$ cat src/rtl/core/per_source_connection_limiter_macros.svh
// Assertion macros shared by the connection limiter RTL.
`ifndef PER_SOURCE_CONNECTION_LIMITER_MACROS_SVH
`define PER_SOURCE_CONNECTION_LIMITER_MACROS_SVH

// Same-cycle implication, disabled while reset is asserted.
`define PSCL_ASSERT_NOW(label, clk, rst_n, ante, cons) \
	label: assert property (@(posedge clk) disable iff (!rst_n) (ante) |-> (cons)) \
		else $error("pscl assertion failed");

// Next-cycle implication, disabled while reset is asserted.
`define PSCL_ASSERT_NEXT(label, clk, rst_n, ante, cons) \
	label: assert property (@(posedge clk) disable iff (!rst_n) (ante) |=> (cons)) \
		else $error("pscl assertion failed");

`endif

$ cat src/rtl/core/pscl_pkg.sv
// Shared types, constants and helpers for the per-source connection limiter.
`default_nettype none

package pscl_pkg;

	localparam int ADDR_W   = 64;
	localparam int PADDR_W  = 5;
	localparam int PDATA_W  = 32;
	localparam int REG_IDX_W = 3;

	// register indexes (byte address = 4 * index)
	localparam logic [REG_IDX_W-1:0] REG_LIMIT_EN  = 3'd0;
	localparam logic [REG_IDX_W-1:0] REG_MAX_PER   = 3'd1;
	localparam logic [REG_IDX_W-1:0] REG_V4_PREFIX = 3'd2;
	localparam logic [REG_IDX_W-1:0] REG_V6_PREFIX = 3'd3;
	localparam logic [REG_IDX_W-1:0] REG_ACTIVE    = 3'd4;

	// register reset values
	localparam logic [5:0] V4_PREFIX_RST = 6'd32;
	localparam logic [7:0] V6_PREFIX_RST = 8'd64;
	localparam logic [6:0] ACTIVE_RST    = 7'd64;

	// input op codes
	localparam logic OP_CHECK = 1'b0;
	localparam logic OP_DONE  = 1'b1;

	typedef struct packed {
		logic       limit_enabled;
		logic [6:0] max_per_source;
		logic [5:0] ipv4_prefix_len;
		logic [7:0] ipv6_prefix_len;
		logic [6:0] active_slots;
	} cfg_t;

	typedef struct packed {
		logic clearing;
		logic scanning;
	} status_t;

	// mask keeping the top n bits of a 64-bit word
	function automatic logic [ADDR_W-1:0] top_mask(input logic [7:0] n);
		logic [ADDR_W-1:0] m;
		if (n >= 8'd64) begin
			m = '1;
		end else begin
			m = ~({ADDR_W{1'b1}} >> n[5:0]);
		end
		return m;
	endfunction

endpackage

`default_nettype wire

$ cat src/rtl/core/pscl_cfg.sv
// Configuration register file with APB-style write and read access.
`default_nettype none

module pscl_cfg import pscl_pkg::*; (
	input  wire logic               clk,
	input  wire logic               arst_n,
	input  wire logic               psel,
	input  wire logic               penable,
	input  wire logic               pwrite,
	input  wire logic [PADDR_W-1:0] paddr,
	input  wire logic [PDATA_W-1:0] pwdata,
	output logic      [PDATA_W-1:0] prdata,
	output logic                    pready,
	output cfg_t                    cfg
);

	cfg_t                 cfg_q;
	logic                 wr_en;
	logic [REG_IDX_W-1:0] idx;

	assign wr_en  = psel && penable && pwrite;
	assign idx    = paddr[PADDR_W-1:2];
	assign pready = 1'b1;
	assign cfg    = cfg_q;

	always_ff @(posedge clk or negedge arst_n) begin
		if (!arst_n) begin
			cfg_q.limit_enabled   <= 1'b0;
			cfg_q.max_per_source  <= 7'd0;
			cfg_q.ipv4_prefix_len <= V4_PREFIX_RST;
			cfg_q.ipv6_prefix_len <= V6_PREFIX_RST;
			cfg_q.active_slots    <= ACTIVE_RST;
		end else if (wr_en) begin
			unique case (idx)
				REG_LIMIT_EN:  cfg_q.limit_enabled   <= pwdata[0];
				REG_MAX_PER:   cfg_q.max_per_source  <= pwdata[6:0];
				REG_V4_PREFIX: cfg_q.ipv4_prefix_len <= pwdata[5:0];
				REG_V6_PREFIX: cfg_q.ipv6_prefix_len <= pwdata[7:0];
				REG_ACTIVE:    cfg_q.active_slots    <= pwdata[6:0];
				default: ;
			endcase
		end
	end

	always_comb begin
		unique case (idx)
			REG_LIMIT_EN:  prdata = {{(PDATA_W-1){1'b0}}, cfg_q.limit_enabled};
			REG_MAX_PER:   prdata = {{(PDATA_W-7){1'b0}}, cfg_q.max_per_source};
			REG_V4_PREFIX: prdata = {{(PDATA_W-6){1'b0}}, cfg_q.ipv4_prefix_len};
			REG_V6_PREFIX: prdata = {{(PDATA_W-8){1'b0}}, cfg_q.ipv6_prefix_len};
			REG_ACTIVE:    prdata = {{(PDATA_W-7){1'b0}}, cfg_q.active_slots};
			default:       prdata = '0;
		endcase
	end

endmodule

`default_nettype wire

$ cat config.mk
export PLATFORM = sky130hd
export DESIGN_NAME = pscl_cfg
export DESIGN_NICKNAME = d
export VERILOG_FILES = /design/src/rtl/core/per_source_connection_limiter_macros.svh /design/src/rtl/core/pscl_pkg.sv /design/src/rtl/core/pscl_cfg.sv
export SDC_FILE = /design/constraint.sdc
export NUM_CORES = 1
export LEC_CHECK = 0
export ABC_AREA = 1
export BUFFER_PORTS_ARGS = -buffer_cell sky130_fd_sc_hd__buf_2
export CAP_MARGIN = 10
export CORE_ASPECT_RATIO = 0.9
export CORE_MARGIN = 2
export CORE_UTILIZATION = 41
export CTS_BUF_LIST = sky130_fd_sc_hd__clkbuf_2
export DETAILED_ROUTE_END_ITERATION = 12
export PLACE_DENSITY = 0.9
export SLEW_MARGIN = 5
export SYNTH_ARGS = -nofsm -noshare
export SYNTH_HDL_FRONTEND = slang
export SYNTH_SLANG_ARGS = --single-unit
$ cat constraint.sdc
create_clock -name clk -period 1 [get_ports clk]
set_clock_uncertainty 0.05 [all_clocks]
set_input_delay 0.2 -clock clk [delete_from_list [all_inputs] [get_ports clk]]
set_output_delay 0.2 -clock clk [all_outputs]
set_load 0.01 [all_outputs]
# Word-level counts from Yosys, hierarchy flattened
# Cells that the tools add are included.
# Widths: inputs -> output; s select.
totals:
  out_inout_bits: 62
  elab_cells: 18
  in_bits: 42
  register_bits: 29
classes:
  eq_ne: 4
  muxes: 1
  reduce_logical: 8
op_table:
  columns: ["op", "count"]
  rows:
  - ["$pmux 8 s5", 1]
  - ["$reduce_and 2->1", 5]
  - ["$eq 3x2->1 const B", 2]
  - ["$eq 3x1->1 const B", 1]
  - ["$eq 3x3->1 const B", 1]
  - ["$logic_not 3->1", 1]
  - ["$logic_and 1x1->1", 2]

# Depth between registers and ports, before layout
# Gate-level depths: netlist (run 1).
depth:
  word_depth: 3
  depth_mapped: 6
  ltp_nobuf: 5

# Worst setup path after synthesis (run 1)
# No wires, ideal clock.
synth_timing:
  path_type: "register to output"
  start: "reg cfg_q (netlist bit cfg[13])"
  end: "out prdata[6]"
  stages_incl_launch_ff: 3
  arrival_time_ps: 837
  path_slack_ps: -87
  required_ps: 750
  path_cell_list: "dfstp_2 -> inv_1 -> o211ai_1"
synth_via:
  elab_chain_len: 1
synth_lines:
  columns: ["item", "line", "source"]
  rows:
  - ["from (decl)", "pscl_cfg.sv:17", "cfg_t cfg_q;"]
  - ["$pmux 8 s5", "pscl_cfg.sv:46", "unique case (idx)"]
  - ["to (decl)", "pscl_cfg.sv:12", "output logic [PDATA_W-1:0] prdata,"]
# Every way passes these cells.

# Final worst setup path (run 1)
# Same ends and word-level chain as after synthesis.

==> impl_metrics.yaml, run 1 <==
status:
  status: "finished with violations"
  violations: "setup timing"
synthesis:
  synth_compound_area_share_pct: 8.66
  synthXorXnorAreaFrac_pct: 0
  synth-adder-area-share_pct: 0
  synthMuxAreaShare_pct: 0
  syn_inst: 207
  ys_seq_area_share_pct: 41.4
  syn_area_per_cell_sq_um: 8.51
  synth.distinct_cells: 21
  netlist_area_sq_um: 1760
  synth_top_family_by_area: "simple AND/OR/NAND/NOR gates"
  ys_warn_count: 0
  synth_top_cell_by_area: "dfrtp_1"
  synth_area_leaders: "dfrtp_1, nand2_1, buf_4, o21ai_0, nand4_1"
  yosys.area_share.simple_pct: 33.7
  synth_top_area_share_pct: 36.9
  synth_seq_cells: 29
min_path:
  min_path_cells: 3
  hold_path_startpoint: "pwdata[1]"
  whs_endpoint: "cfg[8]$_DFFE_PN0P_"
  hold_class: "in -> reg"
worst_setup_path:
  cp_slowest_cell: "dfstp_2"
  worstPathArrival_ps: 1290
  path_cells: "inv_2 > o211ai_1 > buf_2"
  worstSetupPathType: "reg -> out"
  max_stage_delay_ps: 560
  startpoint_type: "flop"
  reg2reg_slack_ps: -50
  reg2reg_to: "cfg[17]$_DFFE_PN0P_"
  cp.required_ps: 750
  timing.rr.start: "cfg[17]$_DFFE_PN0P_"
  path_buf_inv: 2
  worstSetupEndpointType: "output port"
  reg2regPathDepth: 5
  path_delay_family: "flip-flops"
  worst-path-max-fanout: 2
global_routing:
  grt_pass1_wl_um: 7750
  first_global_vias: 1619
  grt_max_degree: 31
  overflow: 0
  track_usage_pct: 21.4
  antenna_found_initial: 0
die:
  die_width_um: 73.1
  die_y_um: 66.2
  io_pins: 104
  core_sq_um: 4100
  dieArea_sq_um: 4840
  start_util_pct: 43.0
  core.rowCount: 22
cells_and_area:
  finalInstanceArea_sq_um: 2630
  regArea_sq_um: 729
  multi_input_area_sq_um: 850
  largest_register_ff_count: 29
  nets: 345
  antenna_cells: 0
  final_cells: 352
  area_delta_synth_final_pct: 49.3
  fillerInstances: 348
  layout-drive-gt1-share_pct: 39.5
  fin_util_pct: 64.1
routing:
  drc_errors: 0
  drt_first_pass_iters: 4
  via_per_inst: 4.92
  antenna_left: 0
  avgRoutedWirePerCell_um: 14.0
  routed_wl_um: 4920
  first_iter_violations: 102
  via_count: 1732
place:
  placed_cells: 328
  place_congestion: 0.896
  place_worst_setup_slack_ps: -323
  placed_area_sq_um: 2190
  port_buffers: 52
  hpwl_um: 3510
power:
  cellPowerDensity_nw_per_um2: 1480
  irDropWorstVdd_v: 0.00100
  power_mw: 3.90
  p_leak_nw: 1.44
clock_network:
  clkSlewWorstSetupHoldPaths_ps: 150
  clock_path_buffers: 2
  h-tree-depth: 2
  clock_latency_ps: 360
  clock-root-buffer: "clkbuf_2"
  cts_buffers: 5
  cts_tree: "done"
  clock-sinks: 29
timing:
  min_period_ps: 1540
  layout_setup_ws_ps: -540
  hold_viol: 0
  rsz0062_at_grt: "yes"
  finalSetupTns_ps: -11360
  timing.final.crit_share_pct: 154
  hold_ws_ps: 20.8
  clock.fmax_ghz: 0.649
  maxSlewViolCount: 0
  setup_viol: 38
run:
  maxCapViolations: 0
-- report_power, final --
| part | switching (mW) | internal (mW) |
|---|---|---|
| Clock | 0.409 | 0.152 |
| Combinational | 0.750 | 1.00 |
| Sequential | 0.178 | 1.41 |
| Total | 1.34 | 2.57 |
-- layout make-up --
| cell class | count | share of cell area, % |
|---|---|---|
| clock buffers | 5 | 0.951 |
| clock inverters | 3 | 0.476 |
| inverters | 6 | 1.14 |
| multi-input cells | 161 | 32.3 |
| flip-flops and latches | 29 | 27.7 |
| well taps | 48 | 2.28 |
| repair buffers | 100 | 35.1 |
-- logic make-up (layout without fill, tap and decap cells) --
| family | after synthesis | in the layout |
|---|---|---|
| compound gates | 30 | 30 |
| flops | 29 | 29 |
| simple gates | 106 | 106 |
| other cells | 2 | 25 |
| buf+inv | 40 | 114 |
-- cells in the mapped netlist --
cell	n
nand2_1	59
o21ai_0	28
buf_4	26
dfrtp_1	26
nand3_1	17
nand4_1	17
nor2_8	5
inv_1	4
buf_2	3
buf_6	3
dfstp_2	3
nor2_1	3
clkbuf_1	2
conb_1	2
nand2_4	2
nand3_4	2
inv_2	1
inv_6	1
nor2_4	1
o211ai_1	1
o21ai_1	1
-- worst max-delay path by stage --
| stage | start | endpoint | slack (ps) | cells past startpoint |
|---|---|---|---|---|
| global placement | paddr[3] | prdata[4] | -310 | 5 |
| global route | cfg[13]$_DFFE_PN1P_ | prdata[6] | -570 | 3 |
| CTS | cfg[13]$_DFFE_PN1P_ | prdata[6] | -520 | 3 |
| floorplan | cfg[13]$_DFFE_PN1P_ | prdata[6] | -70 | 2 |
| finish | cfg[13]$_DFFE_PN1P_ | prdata[6] | -540 | 3 |
| detailed placement | paddr[3] | prdata[4] | -320 | 5 |
-- routing by layer --
metal  routed length [um]  up-vias  part of all wire, %  track usage [%]
met5                    0        -                    0                0
met4                   61        0                  1.2             7.87
met3                  361        7                  7.3             5.95
met2                 2480       71                   50             35.1
met1                 2020      801                   41             26.8
li1                     -      853                    -                -
-- cells in the final DEF (no fill, tap or decap) --
cell	instances
nand2_4	2
nand3_4	2
buf_12	2
nor2_8	5
nand4_1	17
inv_8	1
buf_4	17
nand3_2	2
o211ai_1	1
nand3_1	15
inv_2	3
clkinv_2	1
clkinv_1	2
nand2_1	59
buf_2	24
o21ai_0	27
conb_1	25
buf_6	52
inv_1	2
nor2_4	1
dfstp_2	3
dfrtp_1	26
nor2_1	3
clkbuf_2	5
o21ai_1	2
dlygate4sd3_1	5
-- worst min-delay path: cells and delay by family --
kind	cells	cell delay, ps
buffers and inverters	1	110
AND/OR/NAND/NOR	2	100
-- timing repair --
| action | CTS | global route |
|---|---|---|
| gates resized for setup | 49 | 10 |
| hold buffers | 4 | 1 |
| endpoints found under the setup margin | 37 | 38 |
| endpoints found under the hold margin | 31 | 1 |
| buffers inserted | 9 | 8 |
| pin swaps | 12 | 4 |
Note: power is estimated with default switching activity, not from simulation.
==> run 2, diff against run 1 <==
GPL_TIMING_DRIVEN = 0   (was unset)
==> run 2 against run 1 <==
Net effect: the flow still finishes with violations (setup timing); sequential share of layout area decreased by 0.36 points; via count increased by 5.7%; core utilization increased by 0.85 points; register-to-register slack improved by 100 ps; routed wire length increased by 4.8%; sequential power about the same; critical endpoint is now prdata[0]; largest cell class unchanged.
==> impl_metrics.yaml, run 2 (same netlist as run 1, synthesis figures left out) <==
place:
  port_buffers: 49
  place_congestion: 0.880
  placed_area_sq_um: 2190
  hpwl_um: 3370
  place_worst_setup_slack_ps: -182
worst_setup_path:
  timing.rr.start: "cfg[23]$_DFFE_PN0P_"
  cp.required_ps: 750
  worstSetupStartpoint: "cfg[21]$_DFFE_PN0P_"
  critPathCapture: "prdata[0]"
  startpoint_type: "flop"
  worstSetupPathType: "reg -> out"
  worstSetupEndpointType: "output port"
  reg2reg_to: "cfg[23]$_DFFE_PN0P_"
  reg2regPathDepth: 4
  reg2reg_slack_ps: 50
  worstPathArrival_ps: 1280
  worst-path-max-fanout: 3
timing:
  setup_viol: 37
  tightestPinTransition_ps: 657
  rsz0062_at_grt: "yes"
  maxSlewViolCount: 0
  slew_headroom_pct: 56.2
  hold_viol: 0
  layout_setup_ws_ps: -530
  clock.fmax_ghz: 0.654
  timing.final.crit_share_pct: 153
  finalSetupTns_ps: -10740
  hold_ws_ps: 18.7
  min_period_ps: 1530
die:
  core.rowCount: 22
  io_pins: 104
  dieArea_sq_um: 4840
  die_y_um: 66.2
  start_util_pct: 43.0
  core_sq_um: 4100
  die_width_um: 73.1
routing:
  drc_errors: 0
  antenna_left: 0
  drt_first_pass_iters: 4
  avgRoutedWirePerCell_um: 14.1
  via_per_inst: 5.02
  routed_wl_um: 5160
  first_iter_violations: 111
  via_count: 1831
power:
  intPower_mw: 2.50
  switching_share_pct: 34.7
  p_leak_nw: 1.49
  combinationalPowerShare_pct: 42.8
  p_seq_share_pct: 41.7
  pwr-share-clk_pct: 15.5
  p_switching_mw: 1.33
  cellPowerDensity_nw_per_um2: 1440
  irDropWorstVdd_v: 0.000822
clock_network:
  clkSlewWorstSetupHoldPaths_ps: 160
  cts_tree: "done"
  h-tree-depth: 2
  clock-root-buffer: "clkbuf_2"
  cts_buffers: 5
  clock-sinks: 29
  clock_latency_ps: 370
  clock_path_buffers: 2
cells_and_area:
  layout-drive-gt1-share_pct: 43.5
  layout_common_cells: "nand2_1, buf_4, buf_6"
  fin_util_pct: 65.0
  finalInstanceArea_sq_um: 2670
  nets: 358
  final_common_cell: "nand2_1"
  area_delta_synth_final_pct: 51.3
  largest_register_ff_count: 29
  fillerInstances: 343
  antenna_cells: 0
status:
  status: "finished with violations"
  violations: "setup timing"
global_routing:
  track_usage_pct: 21.3
  overflow: 0
  antenna_found_initial: 0
  first_global_vias: 1676
  grt_pass1_wl_um: 7750
  grt_max_degree: 30
run:
  maxCapViolations: 0
min_path:
  hold_class: "in -> reg"
run 2: what timing repair did:
item / in CTS / in global routing
setup endpoints to repair: 37 / 38
hold buffers: 4 / 0
buffers inserted: 20 / 11
hold endpoints to repair: 29 / 0
pin swaps: 10 / 11
gates cloned: 0 / 0
gates resized for setup: 30 / 16
run 2: worst max-delay path, stage by stage (launching register included):
cell     delay [ps]
dfrtp_1         450
nand3_1         100
nand2_1          70
nor2_2          100
nand2_1          50
buf_2           130
run 2: metrics by stage:
stage	cells	power, mW
finish	365	3.83
floorplan	230	2.16
global route	365	4.01
global placement	327	2.56
detailed placement	327	2.60
CTS	359	3.66
run 2: area by class of cell:
| class | count | area (sq um) | share of cell area, % |
|---|---|---|---|
| plain buffers | 34 | 272 | 10.2 |
| clock buffers | 7 | 35.0 | 1.31 |
| clock inverters | 1 | 5.00 | 0.188 |
| inverters | 6 | 30.0 | 1.13 |
| multi-input cells | 161 | 862 | 32.3 |
| flip-flops and latches | 29 | 729 | 27.4 |
| well taps | 48 | 60.1 | 2.25 |
| repair buffers | 79 | 672 | 25.2 |
run 2: per-layer routing:
layer  vias up  wire length [um]  global-route usage [%]
li1        878                 -                       -
met1       870              2080                    26.0
met2        72              2610                    36.4
met3        11               372                    5.49
met4         0                89                    7.18
met5         -                 0                       0
run 2: worst min-delay path by stage:
stage | startpoint | to | slack [ps] | depth (start not counted)
after floorplan | arst_n | cfg[0]$_DFFE_PN0P_ | -150 | 0
after global placement | arst_n | cfg[27]$_DFFE_PN0P_ | 200 | 1
after detailed placement | arst_n | cfg[26]$_DFFE_PN0P_ | 200 | 1
after CTS | pwdata[1] | cfg[1]$_DFFE_PN0P_ | 10 | 3
after global routing | pwdata[1] | cfg[1]$_DFFE_PN0P_ | 20 | 3
final | pwdata[1] | cfg[1]$_DFFE_PN0P_ | 20 | 3
run 2: power groups by stage:
| stage | clock network (mW) | registers (mW) | logic, mW |
|---|---|---|---|
| 2_1_floorplan | 0 | 1.68 | 0.474 |
| 3_3_place_gp | 0 | 1.60 | 0.963 |
| 3_5_place_dp | 0 | 1.60 | 0.999 |
| 4_1_cts | 0.597 | 1.57 | 1.50 |
| 5_1_grt | 0.631 | 1.62 | 1.76 |
| 6_report | 0.592 | 1.60 | 1.64 |
==> run 3, diff against run 2 <==
HOLD_SLACK_MARGIN = 0.15   (was unset)
SKIP_CTS_REPAIR_TIMING = 1   (was unset)
==> run 3 against run 2 <==
Net effect: the run still ends with setup timing left; final area shrank 7.0%; sequential share of layout area is 2.1 points higher; core utilization down 4.6 points; first-iteration DRC count fell by 23%; critical endpoint unchanged; count of clock-buffer cells in the layout stayed put; die area is the same; global-route usage is 1.5 points lower; routed wire length fell by 7.4%; non-clock buffer count decreased by 14; critical path depth stayed put; setup slack worse by 6.8 ps.
==> impl_metrics.yaml, run 3 (same netlist as run 1, synthesis figures left out) <==
timing:
  hold_viol: 0
  rsz0062_at_grt: "yes"
  hold_ws_ps: 111
  maxSlewViolCount: 0
  layout_setup_ws_ps: -537
  tightestPinTransition_ps: 638
  slew_headroom_pct: 57.5
  clock.fmax_ghz: 0.651
  min_period_ps: 1540
  timing.final.crit_share_pct: 154
  setup_viol: 37
routing:
  wl_met1_um: 1960
  highest_layer: "met4"
  route.met2.wl_um: 2260
  drc_errors: 0
  wl_met3_um: 472
  avgRoutedWirePerCell_um: 13.6
  via_per_inst: 5.00
  via_count: 1755
  routed_wl_um: 4770
  first_iter_violations: 86
  antenna_left: 0
  drt_first_pass_iters: 4
cells_and_area:
  layout_common_cells: "nand2_1, buf_2, buf_4"
  area_delta_synth_final_pct: 40.6
  fillerInstances: 368
  final_common_cell: "nand2_1"
  antenna_cells: 0
  nets: 344
  layout-drive-gt1-share_pct: 39.3
  regArea_sq_um: 729
  multi_input_area_sq_um: 862
  largest_register_ff_count: 29
  finalInstanceArea_sq_um: 2480
worst_setup_path:
  max_stage_delay_ps: 460
  cp.depth: 5
  path_buf_inv: 1
  worstPathArrival_ps: 1290
  path_cells: "nand3_2 > nand2_2 > nor2_2 > nand2_1 > buf_2"
  reg2reg_to: "cfg[13]$_DFFE_PN1P_"
  path_delay_family: "flip-flops"
  worstSetupStartpoint: "cfg[0]$_DFFE_PN0P_"
  reg2regPathDepth: 2
  worstSetupPathType: "reg -> out"
  cp_slowest_cell: "dfrtp_1"
  startpoint_type: "flop"
  timing.rr.start: "cfg[13]$_DFFE_PN1P_"
  worstSetupEndpointType: "output port"
  cp.required_ps: 750
  reg2reg_slack_ps: 110
  worst-path-max-fanout: 3
  critPathCapture: "prdata[0]"
die:
  dieArea_sq_um: 4840
  core.rowCount: 22
  start_util_pct: 43.0
  die_y_um: 66.2
  core_sq_um: 4100
  die_width_um: 73.1
  io_pins: 104
clock_network:
  cts_tree: "done"
  clock-root-buffer: "clkbuf_2"
  cts_buffers: 5
  clock-sinks: 29
  clock_path_buffers: 2
  h-tree-depth: 2
  clkSlewWorstSetupHoldPaths_ps: 170
  clock_latency_ps: 380
global_routing:
  first_global_vias: 1513
  overflow: 0
  grt_pass1_wl_um: 7130
  antenna_found_initial: 0
  track_usage_pct: 19.8
  grt_max_degree: 30
place:
  port_buffers: 49
  hpwl_um: 3370
  placed_area_sq_um: 2190
  place_worst_setup_slack_ps: -182
  place_congestion: 0.880
power:
  p_leak_nw: 1.39
  cellPowerDensity_nw_per_um2: 1390
  irDropWorstVdd_v: 0.000807
min_path:
  hold_class: "in -> reg"
status:
  violations: "setup timing"
  status: "finished with violations"
run:
  maxCapViolations: 0
==> run 3: cell types whose count changed in the layout (fill, tap and decap cells not counted), sizes merged <==
cell | previous run | this run
dlygate4sd3 | 4 | 9
buf | 107 | 88
==> run 3: layer usage <==
| layer | GRT usage [%] | vias to the layer above |
|---|---|---|
| li1 | - | 847 |
| met2 | 31.2 | 82 |
| met4 | 6.48 | 0 |
| met1 | 24.9 | 814 |
| met3 | 7.47 | 12 |
| met5 | 0 | - |
==> run 3: worst min-delay path by stage <==
stage / start / end / slack, ps / depth (start not counted)
2_1_floorplan: arst_n / cfg[0]$_DFFE_PN0P_ / -150 / 0
3_3_place_gp: arst_n / cfg[27]$_DFFE_PN0P_ / 200 / 1
3_5_place_dp: arst_n / cfg[26]$_DFFE_PN0P_ / 200 / 1
4_1_cts: arst_n / cfg[11]$_DFFE_PN0P_ / -210 / 1
5_1_grt: pwrite / cfg[28]$_DFFE_PN0P_ / 140 / 5
6_report: penable / cfg[28]$_DFFE_PN0P_ / 110 / 5
==> run 3: area by class of cell <==
type	instances	share of cell area (%)
Buffer	34	11.0
Sequential cell	29	29.4
Inverter	6	1.21
Timing Repair Buffer	65	19.5
Multi-Input combinational cell	161	34.8
Tap cell	48	2.42
Clock inverter	1	0.202
Clock buffer	7	1.41
==> run 3: worst min-delay path, cell delays in order <==
cell and delay, ps:
buf_2 100, nand2_1 50, nor2_1 30, nand3_1 70, o21ai_0 70
==> run 3: through the flow <==
step	power [mW]	std cells	TNS (ps)	util (%)
4_1_cts	3.18	335	-9570	54.3
6_report	3.45	351	-9650	60.4
5_1_grt	3.64	351	-11400	60.4
3_5_place_dp	2.60	327	-4450	53.3
3_3_place_gp	2.56	327	-4000	53.3
2_1_floorplan	2.16	230	-66.1	-
==> run 3: power by group <==
| part | total [mW] | switching [mW] | leakage (nW) | internal (mW) |
|---|---|---|---|---|
| sequential | 1.61 | 0.198 | 0.367 | 1.41 |
| combinational | 1.25 | 0.636 | 0.994 | 0.618 |
| clock | 0.589 | 0.398 | 0.0330 | 0.191 |
