--- src/rtl/core/per_source_connection_limiter_macros.svh ---
// Assertion macros shared by the connection limiter RTL.
`ifndef PER_SOURCE_CONNECTION_LIMITER_MACROS_SVH
`define PER_SOURCE_CONNECTION_LIMITER_MACROS_SVH

// Same-cycle implication, disabled while reset is asserted.
`define PSCL_ASSERT_NOW(label, clk, rst_n, ante, cons) \
	label: assert property (@(posedge clk) disable iff (!rst_n) (ante) |-> (cons)) \
		else $error("pscl assertion failed");

// Next-cycle implication, disabled while reset is asserted.
`define PSCL_ASSERT_NEXT(label, clk, rst_n, ante, cons) \
	label: assert property (@(posedge clk) disable iff (!rst_n) (ante) |=> (cons)) \
		else $error("pscl assertion failed");

`endif

--- src/rtl/core/pscl_pkg.sv ---
// Shared types, constants and helpers for the per-source connection limiter.
`default_nettype none

package pscl_pkg;

	localparam int ADDR_W   = 64;
	localparam int PADDR_W  = 5;
	localparam int PDATA_W  = 32;
	localparam int REG_IDX_W = 3;

	// register indexes (byte address = 4 * index)
	localparam logic [REG_IDX_W-1:0] REG_LIMIT_EN  = 3'd0;
	localparam logic [REG_IDX_W-1:0] REG_MAX_PER   = 3'd1;
	localparam logic [REG_IDX_W-1:0] REG_V4_PREFIX = 3'd2;
	localparam logic [REG_IDX_W-1:0] REG_V6_PREFIX = 3'd3;
	localparam logic [REG_IDX_W-1:0] REG_ACTIVE    = 3'd4;

	// register reset values
	localparam logic [5:0] V4_PREFIX_RST = 6'd32;
	localparam logic [7:0] V6_PREFIX_RST = 8'd64;
	localparam logic [6:0] ACTIVE_RST    = 7'd64;

	// input op codes
	localparam logic OP_CHECK = 1'b0;
	localparam logic OP_DONE  = 1'b1;

	typedef struct packed {
		logic       limit_enabled;
		logic [6:0] max_per_source;
		logic [5:0] ipv4_prefix_len;
		logic [7:0] ipv6_prefix_len;
		logic [6:0] active_slots;
	} cfg_t;

	typedef struct packed {
		logic clearing;
		logic scanning;
	} status_t;

	// mask keeping the top n bits of a 64-bit word
	function automatic logic [ADDR_W-1:0] top_mask(input logic [7:0] n);
		logic [ADDR_W-1:0] m;
		if (n >= 8'd64) begin
			m = '1;
		end else begin
			m = ~({ADDR_W{1'b1}} >> n[5:0]);
		end
		return m;
	endfunction

endpackage

`default_nettype wire

--- src/rtl/core/pscl_engine.sv ---
// Sequencer: clears the table after reset, scans it for each enforced item and writes back.
`default_nettype none

module pscl_engine import pscl_pkg::*; #(
	parameter int MAX_SLOTS = 64,
	parameter int ID_BITS   = 8,
	parameter int IDX_W     = 6,
	parameter int DATA_W    = 138
) (
	input  wire logic              clk,
	input  wire logic              arst_n,
	input  wire cfg_t              cfg,
	// input channel
	input  wire logic              in_valid,
	output logic                   in_stall,
	input  wire logic              op,
	input  wire logic [ID_BITS-1:0] conn_id,
	input  wire logic              addr_known,
	input  wire logic              is_ipv6,
	input  wire logic [ADDR_W-1:0] addr_hi,
	input  wire logic [ADDR_W-1:0] addr_lo,
	// output channel
	output logic                   out_valid,
	input  wire logic              out_stall,
	output logic                   allowed,
	output logic [6:0]             source_count,
	// table access
	output logic                   mem_we,
	output logic [IDX_W-1:0]       mem_waddr,
	output logic [DATA_W-1:0]      mem_wdata,
	output logic                   mem_re,
	output logic [IDX_W-1:0]       mem_raddr,
	input  wire logic [DATA_W-1:0] mem_rdata,
	output status_t                status
);

	localparam int CNT_W = $clog2(MAX_SLOTS + 1);
	localparam int N_W   = (CNT_W > 7) ? CNT_W : 7;

	// entry layout: {valid, id, is_v6, addr_hi, addr_lo}
	localparam int LO_B  = 0;
	localparam int HI_B  = ADDR_W;
	localparam int V6_B  = 2 * ADDR_W;
	localparam int ID_B  = V6_B + 1;
	localparam int VLD_B = ID_B + ID_BITS;

	localparam logic [2:0] ST_CLEAR  = 3'd0;
	localparam logic [2:0] ST_IDLE   = 3'd1;
	localparam logic [2:0] ST_SCAN   = 3'd2;
	localparam logic [2:0] ST_DRAIN  = 3'd3;
	localparam logic [2:0] ST_FINISH = 3'd4;

	localparam logic [1:0] MODE_NONE  = 2'd0;
	localparam logic [1:0] MODE_CHECK = 2'd1;
	localparam logic [1:0] MODE_DONE  = 2'd2;

	logic [2:0]         state_q;
	logic [1:0]         mode_q;
	logic [1:0]         next_mode;
	logic [N_W-1:0]     ptr_q;
	logic [N_W-1:0]     count_q;
	logic [N_W-1:0]     used_n;
	logic [N_W-1:0]     active_ext;
	logic               sel_found_q;
	logic [IDX_W-1:0]   sel_idx_q;
	logic               rd_vld_s1;
	logic [IDX_W-1:0]   rd_idx_s1;
	logic               out_valid_q;
	logic               allowed_q;
	logic [6:0]         count_out_q;

	logic [ID_BITS-1:0] id_q;
	logic               v6_q;
	logic [ADDR_W-1:0]  hi_q;
	logic [ADDR_W-1:0]  lo_q;

	logic [ADDR_W-1:0]  m6_hi;
	logic [ADDR_W-1:0]  m6_lo;
	logic [ADDR_W-1:0]  m4;
	logic [ADDR_W-1:0]  masked_hi;
	logic [ADDR_W-1:0]  masked_lo;

	logic               accept;
	logic               clearing;
	logic               out_free;
	logic               fits;
	logic               commit;
	logic               finish_go;

	logic               e_valid;
	logic [ID_BITS-1:0] e_id;
	logic               e_v6;
	logic [ADDR_W-1:0]  e_hi;
	logic [ADDR_W-1:0]  e_lo;
	logic               src_match;
	logic               id_match;
	logic               take_sel;
	logic               bump;
	logic [6:0]         count_sat;

	assign active_ext = N_W'(cfg.active_slots);
	assign used_n     = (active_ext > N_W'(MAX_SLOTS)) ? N_W'(MAX_SLOTS) : active_ext;

	assign clearing  = (state_q == ST_CLEAR);
	assign accept    = in_valid && (state_q == ST_IDLE);
	assign in_stall  = (state_q != ST_IDLE);
	assign out_free  = !out_valid_q || !out_stall;
	assign finish_go = (state_q == ST_FINISH) && out_free;

	// prefix masking at accept
	assign m6_hi = top_mask(cfg.ipv6_prefix_len);
	assign m6_lo = (cfg.ipv6_prefix_len > 8'd64) ? top_mask(cfg.ipv6_prefix_len - 8'd64) : '0;
	assign m4    = top_mask({2'b00, cfg.ipv4_prefix_len});

	always_comb begin
		if (is_ipv6) begin
			masked_hi = addr_hi & m6_hi;
			masked_lo = addr_lo & m6_lo;
		end else begin
			masked_hi = '0;
			masked_lo = {32'b0, addr_lo[31:0] & m4[63:32]};
		end
	end

	always_comb begin
		if (!cfg.limit_enabled) begin
			next_mode = MODE_NONE;
		end else if (op == OP_DONE) begin
			next_mode = MODE_DONE;
		end else if (!addr_known) begin
			next_mode = MODE_NONE;
		end else if (is_ipv6 ? (cfg.ipv6_prefix_len > 8'd128)
		                     : (cfg.ipv4_prefix_len > 6'd32)) begin
			next_mode = MODE_NONE;
		end else begin
			next_mode = MODE_CHECK;
		end
	end

	// compare of the entry coming back from the table
	assign e_valid   = mem_rdata[VLD_B];
	assign e_id      = mem_rdata[VLD_B-1:ID_B];
	assign e_v6      = mem_rdata[V6_B];
	assign e_hi      = mem_rdata[V6_B-1:HI_B];
	assign e_lo      = mem_rdata[HI_B-1:LO_B];
	assign src_match = e_valid && (e_v6 == v6_q) && (e_hi == hi_q) && (e_lo == lo_q);
	assign id_match  = e_valid && (e_id == id_q);

	always_comb begin
		take_sel = 1'b0;
		bump     = 1'b0;
		if (rd_vld_s1 && !sel_found_q) begin
			if (mode_q == MODE_CHECK) begin
				take_sel = !e_valid;
			end else if (mode_q == MODE_DONE) begin
				take_sel = id_match;
			end
		end
		if (rd_vld_s1 && (mode_q == MODE_CHECK)) begin
			bump = src_match;
		end
	end

	assign fits      = count_q < N_W'(cfg.max_per_source);
	assign commit    = sel_found_q && ((mode_q == MODE_DONE) || ((mode_q == MODE_CHECK) && fits));
	assign count_sat = (count_q > N_W'(127)) ? 7'h7F : count_q[6:0];

	// table ports
	assign mem_re    = (state_q == ST_SCAN);
	assign mem_raddr = ptr_q[IDX_W-1:0];
	assign mem_we    = clearing || (finish_go && commit);
	assign mem_waddr = clearing ? ptr_q[IDX_W-1:0] : sel_idx_q;
	assign mem_wdata = (clearing || (mode_q == MODE_DONE)) ? '0 : {1'b1, id_q, v6_q, hi_q, lo_q};

	always_ff @(posedge clk or negedge arst_n) begin
		if (!arst_n) begin
			state_q     <= ST_CLEAR;
			mode_q      <= MODE_NONE;
			ptr_q       <= '0;
			count_q     <= '0;
			sel_found_q <= 1'b0;
			rd_vld_s1   <= 1'b0;
			out_valid_q <= 1'b0;
		end else begin
			rd_vld_s1 <= (state_q == ST_SCAN);
			if (take_sel) begin
				sel_found_q <= 1'b1;
			end
			if (bump) begin
				count_q <= count_q + N_W'(1);
			end

			unique case (state_q)
				ST_CLEAR: begin
					if (ptr_q == N_W'(MAX_SLOTS - 1)) begin
						ptr_q   <= '0;
						state_q <= ST_IDLE;
					end else begin
						ptr_q <= ptr_q + N_W'(1);
					end
				end
				ST_IDLE: begin
					if (accept) begin
						mode_q      <= next_mode;
						ptr_q       <= '0;
						count_q     <= '0;
						sel_found_q <= 1'b0;
						if ((next_mode != MODE_NONE) && (used_n != '0)) begin
							state_q <= ST_SCAN;
						end else begin
							state_q <= ST_FINISH;
						end
					end
				end
				ST_SCAN: begin
					ptr_q <= ptr_q + N_W'(1);
					if (ptr_q + N_W'(1) == used_n) begin
						state_q <= ST_DRAIN;
					end
				end
				ST_DRAIN: begin
					state_q <= ST_FINISH;
				end
				ST_FINISH: begin
					if (out_free) begin
						state_q <= ST_IDLE;
					end
				end
				default: begin
					state_q <= ST_IDLE;
				end
			endcase

			if (finish_go) begin
				out_valid_q <= 1'b1;
			end else if (!out_stall) begin
				out_valid_q <= 1'b0;
			end
		end
	end

	always_ff @(posedge clk) begin
		if (accept) begin
			id_q <= conn_id;
			v6_q <= is_ipv6;
			hi_q <= masked_hi;
			lo_q <= masked_lo;
		end
		if (state_q == ST_SCAN) begin
			rd_idx_s1 <= ptr_q[IDX_W-1:0];
		end
		if (take_sel) begin
			sel_idx_q <= rd_idx_s1;
		end
		if (finish_go) begin
			case (mode_q)
				MODE_CHECK: begin
					allowed_q   <= sel_found_q && fits;
					count_out_q <= count_sat;
				end
				default: begin
					allowed_q   <= 1'b1;
					count_out_q <= 7'd0;
				end
			endcase
		end
	end

	assign out_valid    = out_valid_q;
	assign allowed      = allowed_q;
	assign source_count = count_out_q;

	assign status.clearing = clearing;
	assign status.scanning = (state_q == ST_SCAN) || (state_q == ST_DRAIN);

endmodule

`default_nettype wire

--- config.mk ---
export PLATFORM = sky130hd
export DESIGN_NAME = pscl_engine
export DESIGN_NICKNAME = d
export VERILOG_FILES = /design/src/rtl/core/per_source_connection_limiter_macros.svh /design/src/rtl/core/pscl_pkg.sv /design/src/rtl/core/pscl_engine.sv
export SDC_FILE = /design/constraint.sdc
export NUM_CORES = 1
export LEC_CHECK = 0
export BUFFER_PORTS_ARGS = -buffer_cell sky130_fd_sc_hd__buf_2
export CORE_MARGIN = 1
export CORE_UTILIZATION = 30
export CTS_CLUSTER_SIZE = 28
export DETAILED_ROUTE_END_ITERATION = 6
export GPL_TIMING_DRIVEN = 0
export HOLD_SLACK_MARGIN = 0.15
export PLACE_DENSITY_LB_ADDON = 0.15
export SYNTH_ARGS = -nofsm -noshare
export SYNTH_HDL_FRONTEND = slang
export SYNTH_SLANG_ARGS = --single-unit
--- constraint.sdc ---
create_clock -name clk -period 6.6 [get_ports clk]
set_clock_uncertainty 0.2 [all_clocks]
set_input_delay 0.33 -clock clk [delete_from_list [all_inputs] [get_ports clk]]
set_output_delay 0.33 -clock clk [all_outputs]
set_load 0.02 [all_outputs]
# Yosys cells after proc, flatten, opt, wreduce, memory -nomap -nowiden
# Index checks and enable logic that the tools add are counted.
[op_classes] reduce_logical=29 n_addsub=3 shifts=3 magnitude_cmp=8 n_eq_ne=18 bitwise=6 muxes=34
[ops] cell="64-bit two-way mux" n=3
[ops] cell="64-bit inverter" n=3
[ops] cell="64-bit by 6-bit >> shifter with 64-bit output, first input constant" n=3
[ops] cell="138-bit two-way mux" n=1
[ops] cell="64-bit bitwise AND" n=2
[ops] cell="64-bit equality test" n=2
[ops] cell="7-bit two-way mux" n=7
[ops] cell="32-bit bitwise AND" n=1
[ops] cell="32-bit two-way mux" n=1
[ops] cell="7-bit one-hot mux with 3 select lines" n=1
[ops] cell="8-bit by 7-bit greater-or-equal comparator with 1-bit output, second input constant" n=2
[ops] cell="3-bit two-way mux" n=5
[ops] cell="3-bit one-hot mux with 5 select lines" n=1
[ops] cell="7-bit by 1-bit adder with 7-bit output, second input constant" n=2
[ops] cell="7-bit > comparator, second input constant" n=2
[ops] cell="1-bit logical AND" n=13
[ops] cell="1-bit two-way mux" n=12
[ops] cell="8-bit equality test" n=1
[ops] cell="8-bit by 7-bit > comparator with 1-bit output, second input constant" n=1
[ops] cell="8-bit > comparator, second input constant" n=1
[ops] cell="8-bit by 7-bit subtractor with 8-bit output, second input constant" n=1
[ops] cell="7-bit by 6-bit equality test with 1-bit output, second input constant" n=1
[ops] cell="7-bit equality test" n=1
[ops] cell="7-bit less-than comparator" n=1
[ops] cell="other kinds (20)" n=33
[word_totals] output_inout_bits=164 inputBits=310 elab_cells=117 register_bits=179

# Depth between registers and ports, before layout
# Gate-level depths: netlist of the first run.
[depth] ltp_word=11 ltp_mapped=9 depth_no_buf=8

# Least setup slack after synthesis of the first run
# No wires, ideal clock.
[synth_timing] path_kind="reg-to-reg" startpoint="register lo_q[13]" endpoint="register count_q[3]" arrival_time_ns=2.505 t_required_ns=6.313 setup_ns=0.087 n_path_buf=1 synth_period_minus_slack_ns=2.792 path_slack_ns=3.808 path_stages_with_launch=9 cell_sequence="edfxtp_1 nor2b_1 a2111o_1 nor4_1 nand4_1 or4_4 buf_6 or4_1 a21oi_1"
[synth_via] elab_chain_len=6
[synth_rtl] element="start, declared" line="pscl_engine.sv:75" source="logic [ADDR_W-1:0] lo_q;"
[synth_rtl] element="start signal, assigned" line="pscl_engine.sv:247" source="lo_q <= masked_lo;"
[synth_rtl] element="64-bit equality test (*)" line="pscl_engine.sv:146" source="assign src_match = e_valid && (e_v6 == v6_q) && (e_hi == hi_q) && (e_lo == lo_q);"
[synth_rtl] element="1-bit logical AND (*)" line="pscl_engine.sv:146"
[synth_rtl] element="1-bit two-way mux (*)" line="pscl_engine.sv:159" source="if (rd_vld_s1 && (mode_q == MODE_CHECK)) begin"
[synth_rtl] element="7-bit two-way mux (*)" line="pscl_engine.sv:189" source="if (bump) begin"
[synth_rtl] element="7-bit two-way mux" line="pscl_engine.sv:203" source="if (accept) begin"
[synth_rtl] element="7-bit two-way mux (*)" line="pscl_engine.sv:193" source="unique case (state_q)"
[synth_rtl] element="end signal, assigned" line="pscl_engine.sv:190" source="count_q <= count_q + N_W'(1);"
[synth_rtl] element="end, declared" line="pscl_engine.sv:61" source="logic [N_W-1:0] count_q;"
# Every way passes the cells marked *; elsewhere a longest branch is shown, timed or not.
# A chain may end at the register's enable or synchronous reset.

# Worst setup path after layout of the first run
[layout_timing] startpoint="register state_q[0]" endpoint="output mem_wdata[85]"
[layout_via] elab_chain_len=3
[layout_rtl] element="start, declared" line="pscl_engine.sv:57" source="logic [2:0] state_q;"
[layout_rtl] element="start signal, assigned" line="pscl_engine.sv:177" source="state_q <= ST_CLEAR;"
[layout_rtl] element="start signal, assigned" line="pscl_engine.sv:197" source="state_q <= ST_IDLE;"
[layout_rtl] element="start signal, assigned" line="pscl_engine.sv:209" source="state_q <= ST_SCAN;"
[layout_rtl] element="3-bit zero test" line="pscl_engine.sv:104" source="assign clearing = (state_q == ST_CLEAR);"
[layout_rtl] element="1-bit logical OR" line="pscl_engine.sv:173" source="assign mem_wdata = (clearing || (mode_q == MODE_DONE)) ? '0 : {1'b1, id_q, v6_q, hi_q, lo_q};"
[layout_rtl] element="138-bit two-way mux" line="pscl_engine.sv:173"
[layout_rtl] element="end, declared" line="pscl_engine.sv:30" source="output logic [DATA_W-1:0] mem_wdata,"
# No other way between the ends.

==> impl_metrics.json, run 1 <==
{
  "slew_violations": 0,
  "globalRouteMet3Util": 0.0627,
  "hpwl_um": 45300,
  "grt.total_usage": 0.297,
  "power.switching_w": 0.00263,
  "end_kind": "output pin",
  "grt_antenna_before_repair": 3,
  "p_per_area_nw_per_um2": 359,
  "crit_top_cell": "clkbuf_1",
  "hold_violations": 0,
  "vdd_drop_max_mv": 0.193,
  "crit_path_max_fanout": 10,
  "combinationalPowerShare": 0.506,
  "use_met1": 0.360,
  "vias": 11800,
  "worstPathArrival_ns": 3.81,
  "nFillCells": 3738,
  "internal-power_w": 0.00319,
  "clkTransAtPathRegs_ns": 0.07,
  "min_period_ns": 4.34,
  "fin_crit_sh": 0.658,
  "crit_required_ns": 6.07,
  "num_io_pins": 474,
  "setup_viol": 0,
  "cts_buffers": 17,
  "design_area_sq_um": 16200,
  "p_seq_frac": 0.299,
  "place_congestion": 0.923,
  "yosysSeqAreaShare": 0.470,
  "wl_um": 57500,
  "viasPerCell": 5.14,
  "synth.area.top_cells": "edfxtp_1 42%, and2_1 7.4%, xnor2_1 7.4%, dfrtp_1 4.9%, nand2_1 3.8%",
  "synth_edf_count": 157,
  "synth.distinct_cells": 65,
  "synth.largest_area_cell": "edfxtp_1",
  "slowest_delay_ns": 1.01,
  "cts_resized": 0,
  "grt_max_degree": 147,
  "drtPass1Iterations": 5,
  "fp.dieArea_sq_um": 38100,
  "clock_sinks": 179,
  "syn_area_sq_um": 11200,
  "syn-num-nets": 1498,
  "clock.fmax_mhz": 230,
  "netlist_instances": 1180,
  "status": "finished clean",
  "ant_nets": 0,
  "dp_worst_setup_slack_ns": 2.40,
  "setup_ws_ns": 2.26,
  "cp-start-kind": "register",
  "start_util": 0.305,
  "grt_pass1_vias": 12000,
  "drtIter0Drc": 874,
  "cts_tree": "done",
  "path_cells": "clkbuf_1 -> nor3_1 -> nor2_1 -> clkbuf_1 -> clkbuf_1 -> and2_1 -> buf_2",
  "clock_latency_ns": 0.45,
  "layout.nets": 2130,
  "pwr-share-clk": 0.195,
  "p_sw_frac": 0.452,
  "fp.coreArea_sq_um": 36700,
  "place_area_sq_um": 14100,
  "drc_errors": 0,
  "cpMaxStageDelayCell": "nor3_1",
  "ys_seq_elements": 179,
  "syn_area_per_cell_sq_um": 9.49,
  "slew_headroom": 0.122,
  "area_delta_synth_final_pct": 44.8,
  "root_buffer": "clkbuf_16",
  "synth_top_area_share": 0.421,
  "fp.dieW_um": 195,
  "yosysWarnings": 0,
  "async_flop_share": 0.123,
  "critPathKind": "reg -> out",
  "total_power_w": 0.00582,
  "io_buffers": 470,
  "avgRoutedWirePerCell_um": 25.1,
  "die_h_um": 195,
  "cap_violations": 0,
  "layoutNonFillerInstCount": 2294,
  "cts_max_path_buffers": 2,
  "use_met2": 0.519,
  "core.rowCount": 70,
  "min-delay-path-class": "in -> reg",
  "dpl.cell_count": 2118,
  "top_usage_layer": "met2",
  "overflow": 0,
  "grt_pass1_wl_um": 80700,
  "fin_setup_tns_ns": 0,
  "worst_slew_pin_slew_ns": 1.31,
  "htreeDepth": 4,
  "rsz0062_at_grt": "no",
  "drive_above_1_share": 0.288,
  "synthFlopType": "edfxtp_1",
  "leakage_nw": 7.07
}
sequential cells by signal, indices dropped and copies added, names as in the netlist, 2 cells and up:
register and flops:
state_q 3, rd_idx_s1 6, lo_q 64, mode_q 2, sel_idx_q 6, id_q 8
count_q 7, ptr_q 7, source_count 7, hi_q 64
worst max-delay path, delay by kind of cell (launching register included):
family	cells	cell delay, ns
flops	1	0.36
buf+inv	4	1.31
simple gates	3	1.68
worst paths after layout:
kind,slack [ns],from,end,depth (start not counted)
worst max-delay path,2.26,state_q[0]$_DFFE_PN0P_,mem_wdata[85],7
worst min-delay path,0.16,addr_lo[13],lo_q[13]$_DFFE_PP_,2
worst max register to register,2.58,lo_q[56]$_SDFFCE_PN0P_,count_q[3]$_DFF_PN0_,8
worst min register to register,0.22,rd_idx_s1[1]$_DFFE_PP_,sel_idx_q[1]$_DFFE_PP_,0
max in group asynchronous,5.60,arst_n,mode_q[0]$_DFFE_PN0P_,2
min in group asynchronous,0.21,arst_n,count_q[1]$_DFF_PN0_,2
power by group through the flow:
stage	Sequential (W)	Combinational, W	Clock (W)
6_report	0.00174	0.00295	0.00113
5_1_grt	0.00177	0.00313	0.00118
4_1_cts	0.00175	0.00295	0.00115
3_5_place_dp	0.00176	0.00287	0
3_3_place_gp	0.00177	0.00287	0
2_1_floorplan	0.00168	0.00166	0
repair_timing:
action / in CTS / in global routing
hold buffers: 142 / 0
hold endpoints to repair: 162 / 0
endpoints found under the setup margin: 0 / 0
setup buffers: 0 / 0
through the flow:
stage	hold WS [ns]	util
2_1_floorplan	-0.166	-
3_3_place_gp	0.170	0.385
3_5_place_dp	0.167	0.385
4_1_cts	0.153	0.441
5_1_grt	0.155	0.442
6_report	0.161	0.442
final cells by class:
class	instances	area (sq um)	share of cell area
diodes	2	5.00	0.000309
plain buffers	76	329	0.0203
clock buffers	19	433	0.0267
clock inverters	12	188	0.0116
inverters	44	165	0.0102
multi-input cells	881	5440	0.336
flip-flops and latches	179	5270	0.325
well taps	468	586	0.0361
repair buffers	613	3800	0.234
synth_stat cells, types with 11 or more instances:
| master | count |
|---|---|
| nand3_1 | 11 |
| xnor2_1 | 94 |
| and2_1 | 132 |
| and3_1 | 29 |
| a21oi_1 | 82 |
| nand2_1 | 114 |
| nand4_1 | 28 |
| o22ai_1 | 11 |
| nor2b_1 | 31 |
| o211a_1 | 16 |
| nand2b_1 | 14 |
| nor3_1 | 25 |
| nor2_1 | 69 |
| clkbuf_1 | 66 |
| dfrtp_1 | 22 |
| o21ai_0 | 73 |
| inv_1 | 44 |
| edfxtp_1 | 157 |
| nor4_1 | 15 |
| xor2_1 | 11 |
layer usage:
metal	part of all wire	vias to the layer above	wire [um]
met4	0.032	4	1850
met5	0.00038	-	22
li1	-	5448	-
met3	0.071	95	4090
met1	0.40	5632	23300
met2	0.49	610	28300
kinds of logic after synthesis:
family | share of synthesized area
AND/OR/NAND/NOR | 0.246
adder cells (fa/ha/maj) | 0.00894
AO/OA/AOI/OAI | 0.140
buffers and inverters | 0.0439
multiplexers | 0.00894
XOR/XNOR | 0.0821
flip-flops | 0.470
layout by cell type (no fill, tap or decap), drive strengths merged, types with 7 or more instances in the layout:
cell type,Yosys,final
a21oi,82,82
a22o,7,7
a31oi,7,7
and2,135,135
and3,29,29
buf,10,480
clkbuf,66,86
dfrtp,22,22
dlygate4sd3,0,142
edfxtp,157,157
ha,8,8
inv,44,44
mux2,8,8
nand2,114,114
nand2b,14,14
nand3,11,11
nand4,28,28
nor2,69,69
nor2b,31,31
nor3,25,25
nor3b,7,7
nor4,15,15
o211a,16,16
o21ai,74,74
o22ai,11,11
o31ai,7,7
or2,7,7
or3,8,8
xnor2,94,94
xor2,11,11
No activity file was read; power rests on OpenSTA's default activity.
==> inputs of run 2 (changes only) <==
--- a/config.mk
+++ b/config.mk
@@ -5,6 +5,7 @@
 export SDC_FILE = /design/constraint.sdc
 export NUM_CORES = 1
 export LEC_CHECK = 0
+export ABC_AREA = 1
 export BUFFER_PORTS_ARGS = -buffer_cell sky130_fd_sc_hd__buf_2
 export CORE_MARGIN = 1
 export CORE_UTILIZATION = 30
==> constraint.sdc (replaced) <==
create_clock -name clk -period 3.51 [get_ports clk]
set_clock_uncertainty 0.2 [all_clocks]
set_input_delay 0.1755 -clock clk [delete_from_list [all_inputs] [get_ports clk]]
set_output_delay 0.1755 -clock clk [all_outputs]
set_load 0.02 [all_outputs]
==> run 2 against run 1 <==
Compared with the run above:
- global-route usage increased by 3.0 points
- largest power group unchanged
- combinational power rose by 94%
- sequential cell count stayed put
- non-clock buffer count grew 31
- hold slack improved by 0.017 ns
==> impl_metrics.json, run 2 <==
{
  "fp.dieW_um": 209,
  "nFillCells": 4559,
  "clock_sinks": 179,
  "async_flop_share": 0.123,
  "grt_pass1_wl_um": 101000,
  "clkTransAtPathRegs_ns": 0.08,
  "total_power_w": 0.0108,
  "vdd_drop_max_mv": 0.288,
  "crit_cells": 16,
  "synth_edf_count": 157,
  "grt_antenna_before_repair": 4,
  "synth_most_common_cell": "nand2_1",
  "crit_top_cell": "nand2_1",
  "worst_slew_pin_slew_ns": 0.941,
  "ys_seq_elements": 179,
  "mostFrequentLayoutCells": "566 x nand2_1, 491 x buf_2, 421 x nor2_1",
  "synth.largest_area_cell": "edfxtp_1",
  "pwr-share-clk": 0.181,
  "setup_ws_ns": 0.126,
  "avgRoutedWirePerCell_um": 23.0,
  "end_kind": "register",
  "hold_violations": 0,
  "drc_errors": 0,
  "area_delta_synth_final_pct": 43.7,
  "syn_area_sq_um": 12900,
  "critPathBufInv": 6,
  "worstPathArrival_ns": 3.59,
  "path_cells": "dlygate4sd3_1 -> buf_2 -> buf_4 -> inv_2 -> nor2_4 -> nor2_1 -> nand3_1 -> nand2_1 -> o21ai_0 -> nand2_1 -> dlygate4sd3_1 -> nand2_1 -> nand2_1 -> nand3_1 -> dlygate4sd3_1 -> nand2_1",
  "hold-path-endpoint": "hi_q[31]$_SDFFCE_PN0P_",
  "fp.dieArea_sq_um": 43800,
  "slew_violations": 0,
  "synth.distinct_cells": 51,
  "rsz0062_at_grt": "no",
  "clock.fmax_mhz": 295,
  "p_seq_frac": 0.291,
  "drtIter0Drc": 1393,
  "syn_area_per_cell_sq_um": 6.71,
  "syn-num-nets": 2239,
  "grt_max_degree": 39,
  "netlist_instances": 1921,
  "p_sw_frac": 0.495,
  "r2r-start": "state_q[0]$_DFFE_PN0P_",
  "min-delay-path-class": "in -> reg",
  "num_io_pins": 474,
  "cpMaxStageDelayCell": "dlygate4sd3_1",
  "place_congestion": 0.982,
  "combinationalPowerShare": 0.528,
  "cts_buffers": 17,
  "viasPerCell": 4.91,
  "top_regs": "hi_q: 64 flops, lo_q: 64 flops, id_q: 8 flops",
  "overflow": 0,
  "power.switching_w": 0.00536,
  "ff_latch_area_sq_um": 5270,
  "cts_max_path_buffers": 2,
  "status": "finished clean",
  "fin_setup_tns_ns": 0,
  "wl_um": 72700,
  "hpwl_um": 61400,
  "cp_top_family": "buffers and inverters",
  "min_from": "cfg[12]",
  "synth_top_area_share": 0.366,
  "holdPathStages": 3,
  "vias": 15500,
  "synth.top_cells.by_count": "566 x nand2_1, 421 x nor2_1, 325 x inv_1, 157 x edfxtp_1, 95 x o21ai_0",
  "htreeDepth": 4,
  "layout.nets": 2927,
  "leakage_nw": 9.69,
  "cp-start-kind": "input pin",
  "grt_pass1_vias": 15000,
  "layout_commonest_cell": "nand2_1",
  "ant_nets": 0,
  "start_util": 0.306,
  "fin_crit_sh": 0.964,
  "slew_headroom": 0.368,
  "reg2reg_depth": 11,
  "hold_slack_ns": 0.178,
  "yosysWarnings": 0,
  "die_h_um": 209,
  "critPathKind": "in -> reg",
  "r2r_end": "mode_q[1]$_DFFE_PN0P_",
  "drtPass1Iterations": 6,
  "r2r_setup_slack_ns": 0.37,
  "crit_required_ns": 3.72,
  "multi_input_area_sq_um": 6040,
  "min_period_ns": 3.38,
  "p_per_area_nw_per_um2": 584,
  "drive_above_1_share": 0.224,
  "dpl.cell_count": 2934,
  "setup_viol": 0,
  "layoutNonFillerInstCount": 3166,
  "dp_worst_setup_slack_ns": 0.406,
  "core.rowCount": 75,
  "yosysSeqAreaShare": 0.409,
  "crit_path_max_fanout": 10,
  "cap_violations": 0,
  "synth.area.top_cells": "edfxtp_1 37%, nand2_1 16%, nor2_1 12%, inv_1 9.5%, dfrtp_1 4.3%",
  "clock_latency_ns": 0.46,
  "fp.coreArea_sq_um": 42100,
  "slowest_delay_ns": 0.59,
  "io_buffers": 471,
  "root_buffer": "clkbuf_16",
  "grt.total_usage": 0.328,
  "synthFlopType": "edfxtp_1",
  "cts_tree": "done",
  "internal-power_w": 0.00546
}
==> run 2: changes by cell type after synthesis, sizes merged, moves of 31 or more <==
cell / delta
nand2: +456
nor2: +363
inv: +291
and2: -134
xnor2: -64
clkbuf: -51
nand3: +49
nor2b: -31
==> run 2: final cells by class <==
type / instances / area share
Inverter: 336 / 0.0688
Tap cell: 539 / 0.0364
Timing Repair Buffer: 669 / 0.236
Clock buffer: 17 / 0.0230
Buffer: 51 / 0.0172
Multi-Input combinational cell: 1355 / 0.326
Clock inverter: 15 / 0.00750
Sequential cell: 179 / 0.284
Antenna cell: 5 / 0.000676
==> run 2: power groups by stage <==
stage | registers, W | clock network (W) | logic [W]
after global placement | 0.00323 | 0 | 0.00542
after global routing | 0.00320 | 0.00204 | 0.00607
after floorplan | 0.00314 | 0 | 0.00311
after CTS | 0.00314 | 0.00197 | 0.00567
final | 0.00315 | 0.00196 | 0.00571
after detailed placement | 0.00319 | 0 | 0.00547
==> run 2: worst max-delay path by stage <==
stage                                 from                      to  slack (ns)
floorplan           state_q[0]$_DFFE_PN0P_   hi_q[0]$_SDFFCE_PN0P_        0.05
global route                       is_ipv6  state_q[2]$_DFFE_PN0P_        0.07
CTS                                is_ipv6  state_q[2]$_DFFE_PN0P_        0.04
global placement    state_q[0]$_DFFE_PN0P_          v6_q$_DFFE_PP_       -1.47
finish                             is_ipv6  state_q[2]$_DFFE_PN0P_        0.13
detailed placement  state_q[2]$_DFFE_PN0P_          v6_q$_DFFE_PP_        0.41
==> run 2: routing by layer <==
layer | wire length, um | part of all wire | track usage
met5 | 0 | 0 | 0
met4 | 2100 | 0.029 | 0.106
met3 | 4930 | 0.068 | 0.0410
met2 | 35300 | 0.48 | 0.563
met1 | 30400 | 0.42 | 0.426
==> run 2: timing repair <==
action / in CTS / in global routing
endpoints found under the setup margin: 0 / 1
resized for setup: 0 / 1
hold buffers: 193 / 0
setup buffers: 0 / 2
endpoints found under the hold margin: 185 / 0
==> run 2: cells by family (layout without fill, tap and decap cells) <==
logic type,Yosys count,in the layout,synth area share
AOI/OAI and AO/OA,194,194,0.0848
other,0,5,0
xor gates and xnor gates,38,38,0.0258
adders and majority gates,8,8,0.00777
buffers and inverters,387,1088,0.123
DFF,179,179,0.409
and+or+nand+nor,1115,1115,0.350
==> run 2: stage by stage <==
step	instance area (sq um)	util
2_1_floorplan	12900	-
3_3_place_gp	15900	0.378
3_5_place_dp	16000	0.379
4_1_cts	18500	0.439
5_1_grt	18500	0.439
6_report	18500	0.440
==> run 2: tightest hold or removal path, delay by kind of cell <==
family | cells | cell delay, ns
AO/OA/AOI/OAI | 1 | 0.20
buffers and inverters | 1 | 0.15
AND/OR/NAND/NOR | 1 | 0.09
